## config.mk

```make
export PLATFORM = sky130hd
export DESIGN_NAME = coalesced_hash_map
export DESIGN_NICKNAME = d
export VERILOG_FILES = /design/src/chm_pkg.sv /design/src/chm_ram.sv /design/src/chm_mod.sv /design/src/coalesced_hash_map.sv
export SDC_FILE = /design/constraint.sdc
export NUM_CORES = 2
export LEC_CHECK = 0
export CORE_MARGIN = 8
export CORE_UTILIZATION = 25
export DETAILED_ROUTE_END_ITERATION = 8
export DONT_BUFFER_PORTS = 1
export HOLD_SLACK_MARGIN = 0.02
export PLACE_DENSITY = 0.5
export SETUP_SLACK_MARGIN = 0.02
export SLEW_MARGIN = 10
export SYNTH_ARGS = -nofsm -noshare
export SYNTH_HDL_FRONTEND = slang
export SYNTH_SLANG_ARGS = --single-unit
```

## constraint.sdc

```tcl
create_clock -name clk_i -period 8.74 [get_ports clk_i]
set_clock_uncertainty 0.1 [all_clocks]
set_input_delay 1.311 -clock clk_i [delete_from_list [all_inputs] [get_ports clk_i]]
set_output_delay 1.311 -clock clk_i [all_outputs]
set_load 0.02 [all_outputs]
```

## src/chm_pkg.sv

```systemverilog
// Shared types and codes for the coalesced chaining hash map.
// No dependencies; imported by coalesced_hash_map and the testbench.
package chm_pkg;

  typedef enum logic [1:0] {
    REQ_INSERT = 2'd0,
    REQ_SEARCH = 2'd1,
    REQ_REMOVE = 2'd2,
    REQ_OTHER  = 2'd3
  } req_e;

  typedef enum logic [3:0] {
    ST_CLEAR,
    ST_IDLE,
    ST_HOME,
    ST_WALK_RD,
    ST_WALK_CHK,
    ST_DECIDE,
    ST_FREE_RD,
    ST_FREE_CHK,
    ST_LINK_TAIL,
    ST_REM_RD,
    ST_REM_CHK,
    ST_SPLICE,
    ST_UNLINK,
    ST_RESP
  } state_e;

endpackage

```

## src/chm_ram.sv

```systemverilog
// Generic single-write, single-read RAM with a registered read port.
// No dependencies.
module chm_ram #(
  parameter int WIDTH = 8,
  parameter int DEPTH = 16
) (
  input  logic                     clk_i,
  input  logic                     we_i,
  input  logic [$clog2(DEPTH)-1:0] waddr_i,
  input  logic [WIDTH-1:0]         wdata_i,
  input  logic [$clog2(DEPTH)-1:0] raddr_i,
  output logic [WIDTH-1:0]         rdata_o
);

  logic [WIDTH-1:0] mem [DEPTH];
  logic [WIDTH-1:0] rdata_q;

  always_ff @(posedge clk_i) begin
    if (we_i) begin
      mem[waddr_i] <= wdata_i;
    end
    rdata_q <= mem[raddr_i];
  end

  assign rdata_o = rdata_q;

endmodule

```

## src/chm_mod.sv

```systemverilog
// Radix-16 remainder unit: magnitude modulo CAPACITY, one nibble per cycle by
// compare and subtract against constant multiples. No dependencies.
module chm_mod #(
  parameter int CAPACITY = 16,
  parameter int KEY_BITS = 32
) (
  input  logic                        clk_i,
  input  logic                        rst_ni,
  input  logic                        start_i,
  input  logic [KEY_BITS-1:0]         mag_i,
  output logic                        done_o,
  output logic [$clog2(CAPACITY)-1:0] rem_o
);

  localparam int IW = $clog2(CAPACITY);
  localparam int NIB = (KEY_BITS + 3) / 4;
  localparam int PW = NIB * 4;
  localparam int CNTW = $clog2(NIB + 1);
  localparam int XW = IW + 4;

  logic [PW-1:0]   sh_q;
  logic [IW-1:0]   rem_q, rem_d;
  logic [CNTW-1:0] cnt_q;
  logic            busy_q;
  logic [XW-1:0]   trial, sub;

  always_comb begin
    trial = {rem_q, sh_q[PW-1 -: 4]};
    sub   = '0;
    for (int k = 1; k < 16; k++) begin
      if (trial >= XW'(k * CAPACITY)) begin
        sub = XW'(k * CAPACITY);
      end
    end
    rem_d = IW'(trial - sub);
  end

  always_ff @(posedge clk_i or negedge rst_ni) begin
    if (!rst_ni) begin
      busy_q <= 1'b0;
      cnt_q  <= '0;
    end else if (start_i) begin
      busy_q <= 1'b1;
      cnt_q  <= CNTW'(NIB);
    end else if (busy_q) begin
      cnt_q <= cnt_q - 1'b1;
      if (cnt_q == CNTW'(1)) begin
        busy_q <= 1'b0;
      end
    end
  end

  always_ff @(posedge clk_i) begin
    if (start_i) begin
      sh_q  <= PW'(mag_i);
      rem_q <= '0;
    end else if (busy_q) begin
      sh_q  <= sh_q << 4;
      rem_q <= rem_d;
    end
  end

  assign done_o = busy_q && (cnt_q == CNTW'(1));
  assign rem_o  = rem_d;

endmodule

```

## src/coalesced_hash_map.sv

```systemverilog
// Channel | dir | tdata (low bit up)             | tuser (low bit up)
// s_axis  | in  | key, value_in, zero pad        | req_type
// m_axis  | out | value_out, entry_count, pad    | found, table_full
//
// A request computes the home slot remainder one nibble at a time, reads and checks
// each chain slot it walks, takes a decision step, and may then run the free slot
// scan or the removal scan; the single table RAM port sets the pace.
// After reset the table is cleared, one slot at a time, before the first request.
// Only one request is in flight; the result is held until it is taken.
module coalesced_hash_map
  import chm_pkg::*;
#(
  parameter int CAPACITY   = 16,
  parameter int KEY_BITS   = 32,
  parameter int VALUE_BITS = 32
) (
  input  logic                                         clk_i,
  input  logic                                         rst_ni,
  input  logic                                         s_axis_tvalid_i,
  output logic                                         s_axis_tready_o,
  // key, value_in
  input  logic [((KEY_BITS+VALUE_BITS+7)/8)*8-1:0]     s_axis_tdata_i,
  // req_type
  input  logic [1:0]                                   s_axis_tuser_i,
  output logic                                         m_axis_tvalid_o,
  input  logic                                         m_axis_tready_i,
  // value_out, entry_count
  output logic [((VALUE_BITS+$clog2(CAPACITY+1)+7)/8)*8-1:0] m_axis_tdata_o,
  // found, table_full
  output logic [1:0]                                   m_axis_tuser_o
);

  localparam int IW = $clog2(CAPACITY);
  localparam int LW = $clog2(CAPACITY + 1);
  localparam int OUT_DW = ((VALUE_BITS + LW + 7) / 8) * 8;
  localparam logic [LW-1:0] NO_LINK = LW'(CAPACITY);

  typedef struct packed {
    logic                  used;
    logic                  inch;
    logic [LW-1:0]         link;
    logic [IW-1:0]         home;
    logic [KEY_BITS-1:0]   key;
    logic [VALUE_BITS-1:0] val;
  } slot_t;

  state_e state_q, state_d;

  logic [1:0]            req_q;
  logic [KEY_BITS-1:0]   key_q;
  logic [VALUE_BITS-1:0] val_q;
  logic [IW-1:0]         home_q, pos_q, tail_q, hit_idx_q, idx_q, free_idx_q, pred_idx_q;
  logic [LW-1:0]         steps_q, count_q;
  slot_t                 home_w_q, tail_w_q, hit_w_q, pred_w_q, rd;
  logic                  hit_q, home_used_q, is_home_q, pred_found_q;
  logic                  found_q, full_q;
  logic [VALUE_BITS-1:0] vout_q;

  logic                  we;
  logic [IW-1:0]         waddr, raddr;
  slot_t                 wdata;

  logic                  s_acc, mod_done;
  logic [KEY_BITS-1:0]   key_in, mag;
  logic [IW-1:0]         mod_rem;
  logic                  rd_match, rd_free;

  assign key_in = s_axis_tdata_i[KEY_BITS-1:0];
  assign mag    = key_in[KEY_BITS-1] ? (~key_in + 1'b1) : key_in;
  assign s_acc  = s_axis_tvalid_i && s_axis_tready_o;

  chm_mod #(.CAPACITY(CAPACITY), .KEY_BITS(KEY_BITS)) u_mod (
    .clk_i   (clk_i),
    .rst_ni  (rst_ni),
    .start_i (s_acc),
    .mag_i   (mag),
    .done_o  (mod_done),
    .rem_o   (mod_rem)
  );

  chm_ram #(.WIDTH($bits(slot_t)), .DEPTH(CAPACITY)) u_ram (
    .clk_i   (clk_i),
    .we_i    (we),
    .waddr_i (waddr),
    .wdata_i (wdata),
    .raddr_i (raddr),
    .rdata_o (rd)
  );

  assign rd_match = rd.used && (rd.key == key_q);
  assign rd_free  = !rd.used && !rd.inch && (rd.link == NO_LINK);

  always_ff @(posedge clk_i or negedge rst_ni) begin
    if (!rst_ni) begin
      state_q <= ST_CLEAR;
    end else begin
      state_q <= state_d;
    end
  end

  always_comb begin
    state_d = state_q;
    we      = 1'b0;
    waddr   = idx_q;
    wdata   = '0;
    raddr   = idx_q;
    case (state_q)
      ST_CLEAR: begin
        we         = 1'b1;
        wdata.link = NO_LINK;
        if (idx_q == IW'(CAPACITY - 1)) begin
          state_d = ST_IDLE;
        end
      end
      ST_IDLE: begin
        if (s_acc) begin
          state_d = ST_HOME;
        end
      end
      ST_HOME: begin
        if (mod_done) begin
          state_d = ST_WALK_RD;
        end
      end
      ST_WALK_RD: begin
        raddr   = pos_q;
        state_d = ST_WALK_CHK;
      end
      ST_WALK_CHK: begin
        if (rd_match || rd.link == NO_LINK || steps_q == LW'(CAPACITY - 1)) begin
          state_d = ST_DECIDE;
        end else begin
          state_d = ST_WALK_RD;
        end
      end
      ST_DECIDE: begin
        state_d = ST_RESP;
        case (req_q)
          REQ_INSERT: begin
            if (hit_q) begin
              we        = 1'b1;
              waddr     = hit_idx_q;
              wdata     = hit_w_q;
              wdata.val = val_q;
            end else if (!home_used_q) begin
              we         = 1'b1;
              waddr      = home_q;
              wdata      = home_w_q;
              wdata.used = 1'b1;
              wdata.home = home_q;
              wdata.key  = key_q;
              wdata.val  = val_q;
            end else begin
              state_d = ST_FREE_RD;
            end
          end
          REQ_REMOVE: begin
            if (hit_q) begin
              we         = 1'b1;
              waddr      = hit_idx_q;
              wdata      = hit_w_q;
              wdata.used = 1'b0;
              wdata.key  = '0;
              wdata.val  = '0;
              if (hit_w_q.inch) begin
                state_d = ST_REM_RD;
              end
            end
          end
          default: begin
            state_d = ST_RESP;
          end
        endcase
      end
      ST_FREE_RD: begin
        state_d = ST_FREE_CHK;
      end
      ST_FREE_CHK: begin
        if (rd_free) begin
          we         = 1'b1;
          wdata.used = 1'b1;
          wdata.inch = 1'b1;
          wdata.link = NO_LINK;
          wdata.home = home_q;
          wdata.key  = key_q;
          wdata.val  = val_q;
          state_d    = ST_LINK_TAIL;
        end else if (idx_q == IW'(CAPACITY - 1)) begin
          state_d = ST_RESP;
        end else begin
          state_d = ST_FREE_RD;
        end
      end
      ST_LINK_TAIL: begin
        we         = 1'b1;
        waddr      = tail_q;
        wdata      = tail_w_q;
        wdata.link = LW'(free_idx_q);
        state_d    = ST_RESP;
      end
      ST_REM_RD: begin
        state_d = ST_REM_CHK;
      end
      ST_REM_CHK: begin
        if (idx_q == IW'(CAPACITY - 1)) begin
          state_d = ST_SPLICE;
        end else begin
          state_d = ST_REM_RD;
        end
      end
      ST_SPLICE: begin
        if (is_home_q) begin
          state_d = ST_RESP;
        end else begin
          if (pred_found_q) begin
            we         = 1'b1;
            waddr      = pred_idx_q;
            wdata      = pred_w_q;
            wdata.link = hit_w_q.link;
          end
          state_d = ST_UNLINK;
        end
      end
      ST_UNLINK: begin
        we         = 1'b1;
        waddr      = hit_idx_q;
        wdata      = hit_w_q;
        wdata.used = 1'b0;
        wdata.inch = 1'b0;
        wdata.link = NO_LINK;
        wdata.key  = '0;
        wdata.val  = '0;
        state_d    = ST_RESP;
      end
      ST_RESP: begin
        if (m_axis_tready_i) begin
          state_d = ST_IDLE;
        end
      end
      default: begin
        state_d = ST_IDLE;
      end
    endcase
  end

  always_ff @(posedge clk_i or negedge rst_ni) begin
    if (!rst_ni) begin
      idx_q   <= '0;
      count_q <= '0;
    end else begin
      case (state_q)
        ST_CLEAR, ST_FREE_CHK, ST_REM_CHK: begin
          if (!(state_q == ST_FREE_CHK && rd_free)) begin
            idx_q <= (idx_q == IW'(CAPACITY - 1)) ? '0 : idx_q + 1'b1;
          end
          if (state_q == ST_FREE_CHK && rd_free) begin
            count_q <= count_q + 1'b1;
          end
        end
        ST_DECIDE: begin
          idx_q <= '0;
          if (req_q == REQ_INSERT && !hit_q && !home_used_q) begin
            count_q <= count_q + 1'b1;
          end else if (req_q == REQ_REMOVE && hit_q) begin
            count_q <= count_q - 1'b1;
          end
        end
        default: begin
          idx_q <= idx_q;
        end
      endcase
    end
  end

  always_ff @(posedge clk_i) begin
    case (state_q)
      ST_IDLE: begin
        req_q <= s_axis_tuser_i;
        key_q <= key_in;
        val_q <= s_axis_tdata_i[KEY_BITS +: VALUE_BITS];
      end
      ST_HOME: begin
        home_q  <= mod_rem;
        pos_q   <= mod_rem;
        steps_q <= '0;
        hit_q   <= 1'b0;
      end
      ST_WALK_CHK: begin
        if (steps_q == '0) begin
          home_used_q <= rd.used;
          home_w_q    <= rd;
        end
        tail_q   <= pos_q;
        tail_w_q <= rd;
        if (rd_match) begin
          hit_q     <= 1'b1;
          hit_idx_q <= pos_q;
          hit_w_q   <= rd;
        end
        steps_q <= steps_q + 1'b1;
        pos_q   <= rd.link[IW-1:0];
      end
      ST_DECIDE: begin
        found_q      <= hit_q;
        vout_q       <= hit_q ? hit_w_q.val : '0;
        full_q       <= 1'b0;
        is_home_q    <= 1'b0;
        pred_found_q <= 1'b0;
      end
      ST_FREE_CHK: begin
        if (rd_free) begin
          free_idx_q <= idx_q;
        end else if (idx_q == IW'(CAPACITY - 1)) begin
          full_q <= 1'b1;
        end
      end
      ST_REM_CHK: begin
        if (rd.used && rd.home == hit_idx_q) begin
          is_home_q <= 1'b1;
        end
        if (!pred_found_q && rd.link == LW'(hit_idx_q)) begin
          pred_found_q <= 1'b1;
          pred_idx_q   <= idx_q;
          pred_w_q     <= rd;
        end
      end
      default: begin
        req_q <= req_q;
      end
    endcase
  end

  assign s_axis_tready_o = (state_q == ST_IDLE);
  assign m_axis_tvalid_o = (state_q == ST_RESP);
  assign m_axis_tdata_o  = OUT_DW'({count_q, vout_q});
  assign m_axis_tuser_o  = {full_q, found_q};

  assert property (@(posedge clk_i) disable iff (!rst_ni) count_q <= LW'(CAPACITY))
    else $error("Entry count exceeds the table capacity.");

  assert property (@(posedge clk_i) disable iff (!rst_ni)
      m_axis_tvalid_o && m_axis_tuser_o[1] |-> !m_axis_tuser_o[0] && m_axis_tdata_o[VALUE_BITS-1:0] == '0)
    else $error("A rejected insert reports a found key or a value.");

  assert property (@(posedge clk_i) disable iff (!rst_ni)
      s_axis_tvalid_i && s_axis_tready_o |=> state_q == ST_HOME && !s_axis_tready_o)
    else $error("An accepted transaction did not start the remainder step.");

  assert property (@(posedge clk_i) disable iff (!rst_ni)
      m_axis_tvalid_o && m_axis_tuser_o[1] |-> req_q == REQ_INSERT)
    else $error("Table full was reported for a request other than insert.");

endmodule

```

==> summary.md <==
| Metric | Value |
|---|---|
| Clock Sinks | `roughly 1700` |
| Worst setup slack after layout | `around 2800 ps` |
| Number of rows in the core area | `186` |
| Xor-xnor portion of the synthesized cell area | `0.0104` |
| Dominant register cell in the synthesized netlist | `sky130_fd_sc_hd__edfxtp_1` |
| Floorplan die width | `approximately 520 um` |
| Max frequency | `between 0.15 and 0.2 GHz` |
| Shortest clock period the worst path allows after layout | `about 6000 ps` |
| Top post-synthesis cells by area | `sky130_fd_sc_hd__edfxtp_1 (74%), sky130_fd_sc_hd__nand2_1 (5.7%), sky130_fd_sc_hd__dfxtp_1 (2.3%), sky130_fd_sc_hd__nand3_1 (2.2%), sky130_fd_sc_hd__mux2i_1 (1.9%)` |
| Most numerous cell in the Yosys netlist | `sky130_fd_sc_hd__edfxtp_1` |
| Max_slew headroom | `0.174` |
| Pin count of the biggest net entering global routing | `~140` |
| Clk_lat worst skew | `820 ps` |
| CTS hold repair buffers | `0` |
| Avg WL per Cell | `22.7 um` |
| Post-detailed-route DRC marker count | `0` |
| Max-cap check violation count | `0` |
| Max FO, Critical Path | `39` |
| Per-cell via count in the routed design | `4.61` |
| Initial core utilization | `0.251` |
| Power after layout | `24.9 mW` |
| Setup TNS | `0 ps` |
| Remaining antenna violation count | `0` |
| Data required time at the worst endpoint | `between 9000 and 10000 ps` |
| Worst IR Drop VDD | `~360 uV` |
| Slowest stage delay, CP | `830 ps` |
| RSZ-0062 raised after global routing | `false` |
| Final non-filler cell total | `7818` |
| Worst setup path category | `reg -> reg` |
| Placed cells | `between 7000 and 8000` |
| Pin slew with the least headroom to its limit | `around 1200 ps` |
| TritonCTS clock tree | `yes` |
| Smallest hold slack | `between 90 and 100 ps` |
| Overall fraction of global-route tracks in use | `0.126` |
| Leak | `around 25 nW` |
| Largest family of logic cells by synthesized area | `simple AND/OR/NAND/NOR gates` |
| Total half-perimeter wirelength after legalization and detailed placement | `a little over 100000 um` |
| Complex-gate fraction of the synthesized area | `0.0564` |
| Resize count post-CTS | `0` |
| Routed wire length | `~180000 um` |
| Initial antenna violation count | `29` |
| Via count of the first global-routing pass | `35700` |
| Die boundary height | `approximately 520 um` |
| Min-delay worst type | `in -> async` |
| Fillers | `25600` |
| Final critical-path share of the clock period | `0.684` |
| Final standard cell utilization of the core | `0.290` |
| Clock tree buffer depth | `3` |
| Flops & latches, synth | `1679` |
| Series of cell instances along the critical path | `nand4bb_1, clkinv_2, buf_4, nand2b_1, a311oi_1, o32a_1, nand2_1, nor2_4, buf_4, buf_4` |
| Via count | `approximately 36000` |
| Max-slew violation count | `0` |
| Router iterations before antenna repair | `9` |
| Fin nets | `4351` |
| Post-synthesis share of cell area spent on full adders, half adders and majority gates | `0.00176` |
| Placed standard-cell area | `~0.07 mm^2` |
| Kind of end point of the critical path | `register` |
| Top cell types by occurrence after synthesis | `sky130_fd_sc_hd__edfxtp_1 (1586), sky130_fd_sc_hd__nand2_1 (977), sky130_fd_sc_hd__nand3_1 (276)` |
| Gr ovfl total | `0` |
| Count of pins on the block boundary | `around 110` |
| Clock-pin slew of the registers on the worst-case setup and hold paths | `roughly 60 ps` |
| Share of Yosys cell area claimed by the top area cell type | `0.742` |
| Number of distinct library cells after synthesis | `76` |
| Number of buffers created by CTS | `between 150 and 200` |
| Library cell with the largest summed area after synthesis | `sky130_fd_sc_hd__edfxtp_1` |
| Result of the run | `finished, final reports clean` |
| IO buf count | `0` |
| Final-report setup violation count | `0` |
| Post-CTS setup buffer count | `0` |
| Avg Synthesized Cell Area | `15.1 um^2` |
| Area share of and/or/nand/nor cells after synthesis | `0.0984` |
| Asr flop ratio synth | `0.0107` |
| CP arrival | `approximately 6300 ps` |
| Die outline area | `approximately 0.27 mm^2` |
| Count of flip-flops with a built-in enable after synthesis | `1586` |
| Global-route wire length before repair | `255000 um` |
| Multiplexer area fraction after synthesis | `0.0395` |
| Synth-to-layout area growth | `15.8%` |
| Area of the placeable core | `roughly 0.26 mm^2` |
| Number of synthesis warnings | `0` |
| Fraction of final layout cells with drive strength greater than 1 | `0.107` |
| Iteration-0 DRC count of the detailed router | `3526` |
| GP Congestion | `0.765` |
| Ratio of total power to cell area | `~340 mW/mm^2` |
| Worst slack at placement | `between 2000 and 3000 ps` |
| Final design instance area without fill | `0.0743 mm^2` |
| Post-Synthesis Cell Area | `0.0642 mm^2` |
| Number of hold violations in the final report | `0` |
| Crit path top cell by count | `sky130_fd_sc_hd__buf_4` |
| Htree depth | `4` |
| Sequential cell area fraction in the yosys report | `0.773` |
| CP max stage cell | `sky130_fd_sc_hd__dfrtp_1` |
| Clk root buf | `sky130_fd_sc_hd__clkbuf_16` |
| Type of element launching the critical path | `register` |
| Count of mapped cells out of synthesis | `about 4200` |
cell type report:
cell class / instances / area, um^2 / area share
Tap cell: 3384 / 4230 / 0.0570
Inverter: 53 / 203 / 0.00273
Clock inverter: 86 / 1030 / 0.0138
Timing Repair Buffer: 87 / 703 / 0.00947
Sequential cell: 1679 / 49600 / 0.667
Multi-Input combinational cell: 2275 / 13600 / 0.183
Antenna cell: 6 / 15.0 / 0.000202
Clock buffer: 248 / 4960 / 0.0667
cells by family after synthesis:
kind of cell             count (synthesis)
flip-flops                            1679
AND/OR/NAND/NOR                       1487
AO/OA/AOI/OAI                          515
buffers and inverters                  297
multiplexers                           185
XOR/XNOR                                76
adder cells (fa/ha/maj)                  9
other                                    1
cell usage in the layout (no fill, tap or decap), drive strengths merged, types with 11 or more instances in the layout:
cell and count:
edfxtp 1586, nand2 977, nand3 276, clkbuf 248, mux2i 125, a31oi 107, a21oi 98, nor2 96
a32oi 87, buf 87, o21ai 80, dfxtp 75, a222oi 67, clkinv 61, inv 59, mux4 53
xnor2 42, and2 41, xor2 34, nor4 23, dfrtp 18, nand4 13, bufinv 13, nor3 12
a22oi 11, o31ai 11
metal layers:
layer  track usage  share of wire  vias up
met5             0        0.00023        -
met4        0.0376          0.026        6
met3        0.0288          0.072      251
met2         0.192           0.44     1120
met1         0.179           0.46    18500
li1              -              -    16100
sequential cells by signal, indices dropped and copies added, names as in the netlist, 6 cells and up:
name and count:
hit_w_q 75, home_w_q 6, key_q 32, pred_w_q 70
tail_w_q 70, u_mod.sh_q 32, u_ram.mem 1200, u_ram.rdata_o 75
val_q 32, vout_q 32
power breakdown:
part           switching (mW)  internal, mW
logic                    4.27          1.66
registers               0.747          10.6
clock network            3.23          4.39
final timing paths:
check / from / slack [ps] / endpoint / cells past startpoint
min reg2reg: u_ram.rdata_o[8] / 360 / pred_w_q[8] / 0
max reg2reg: state_q[2] / 2760 / u_ram.mem[3][60] / 10
max: state_q[2] / 2760 / u_ram.mem[3][60] / 10
min in group clk_i: u_ram.rdata_o[8] / 360 / pred_w_q[8] / 0
min: rst_ni / 90 / u_mod.cnt_q[3] / 0
max in group asynchronous: rst_ni / 8370 / idx_q[3] / 0
critical path: cells and delay by family (launching register included):
family,cells,cell delay (ps)
DFF,1,830
buffers and inverters,4,2430
AOI/OAI and AO/OA,2,670
and+or+nand+nor,4,1450
Note: power is estimated with default switching activity, not from simulation.
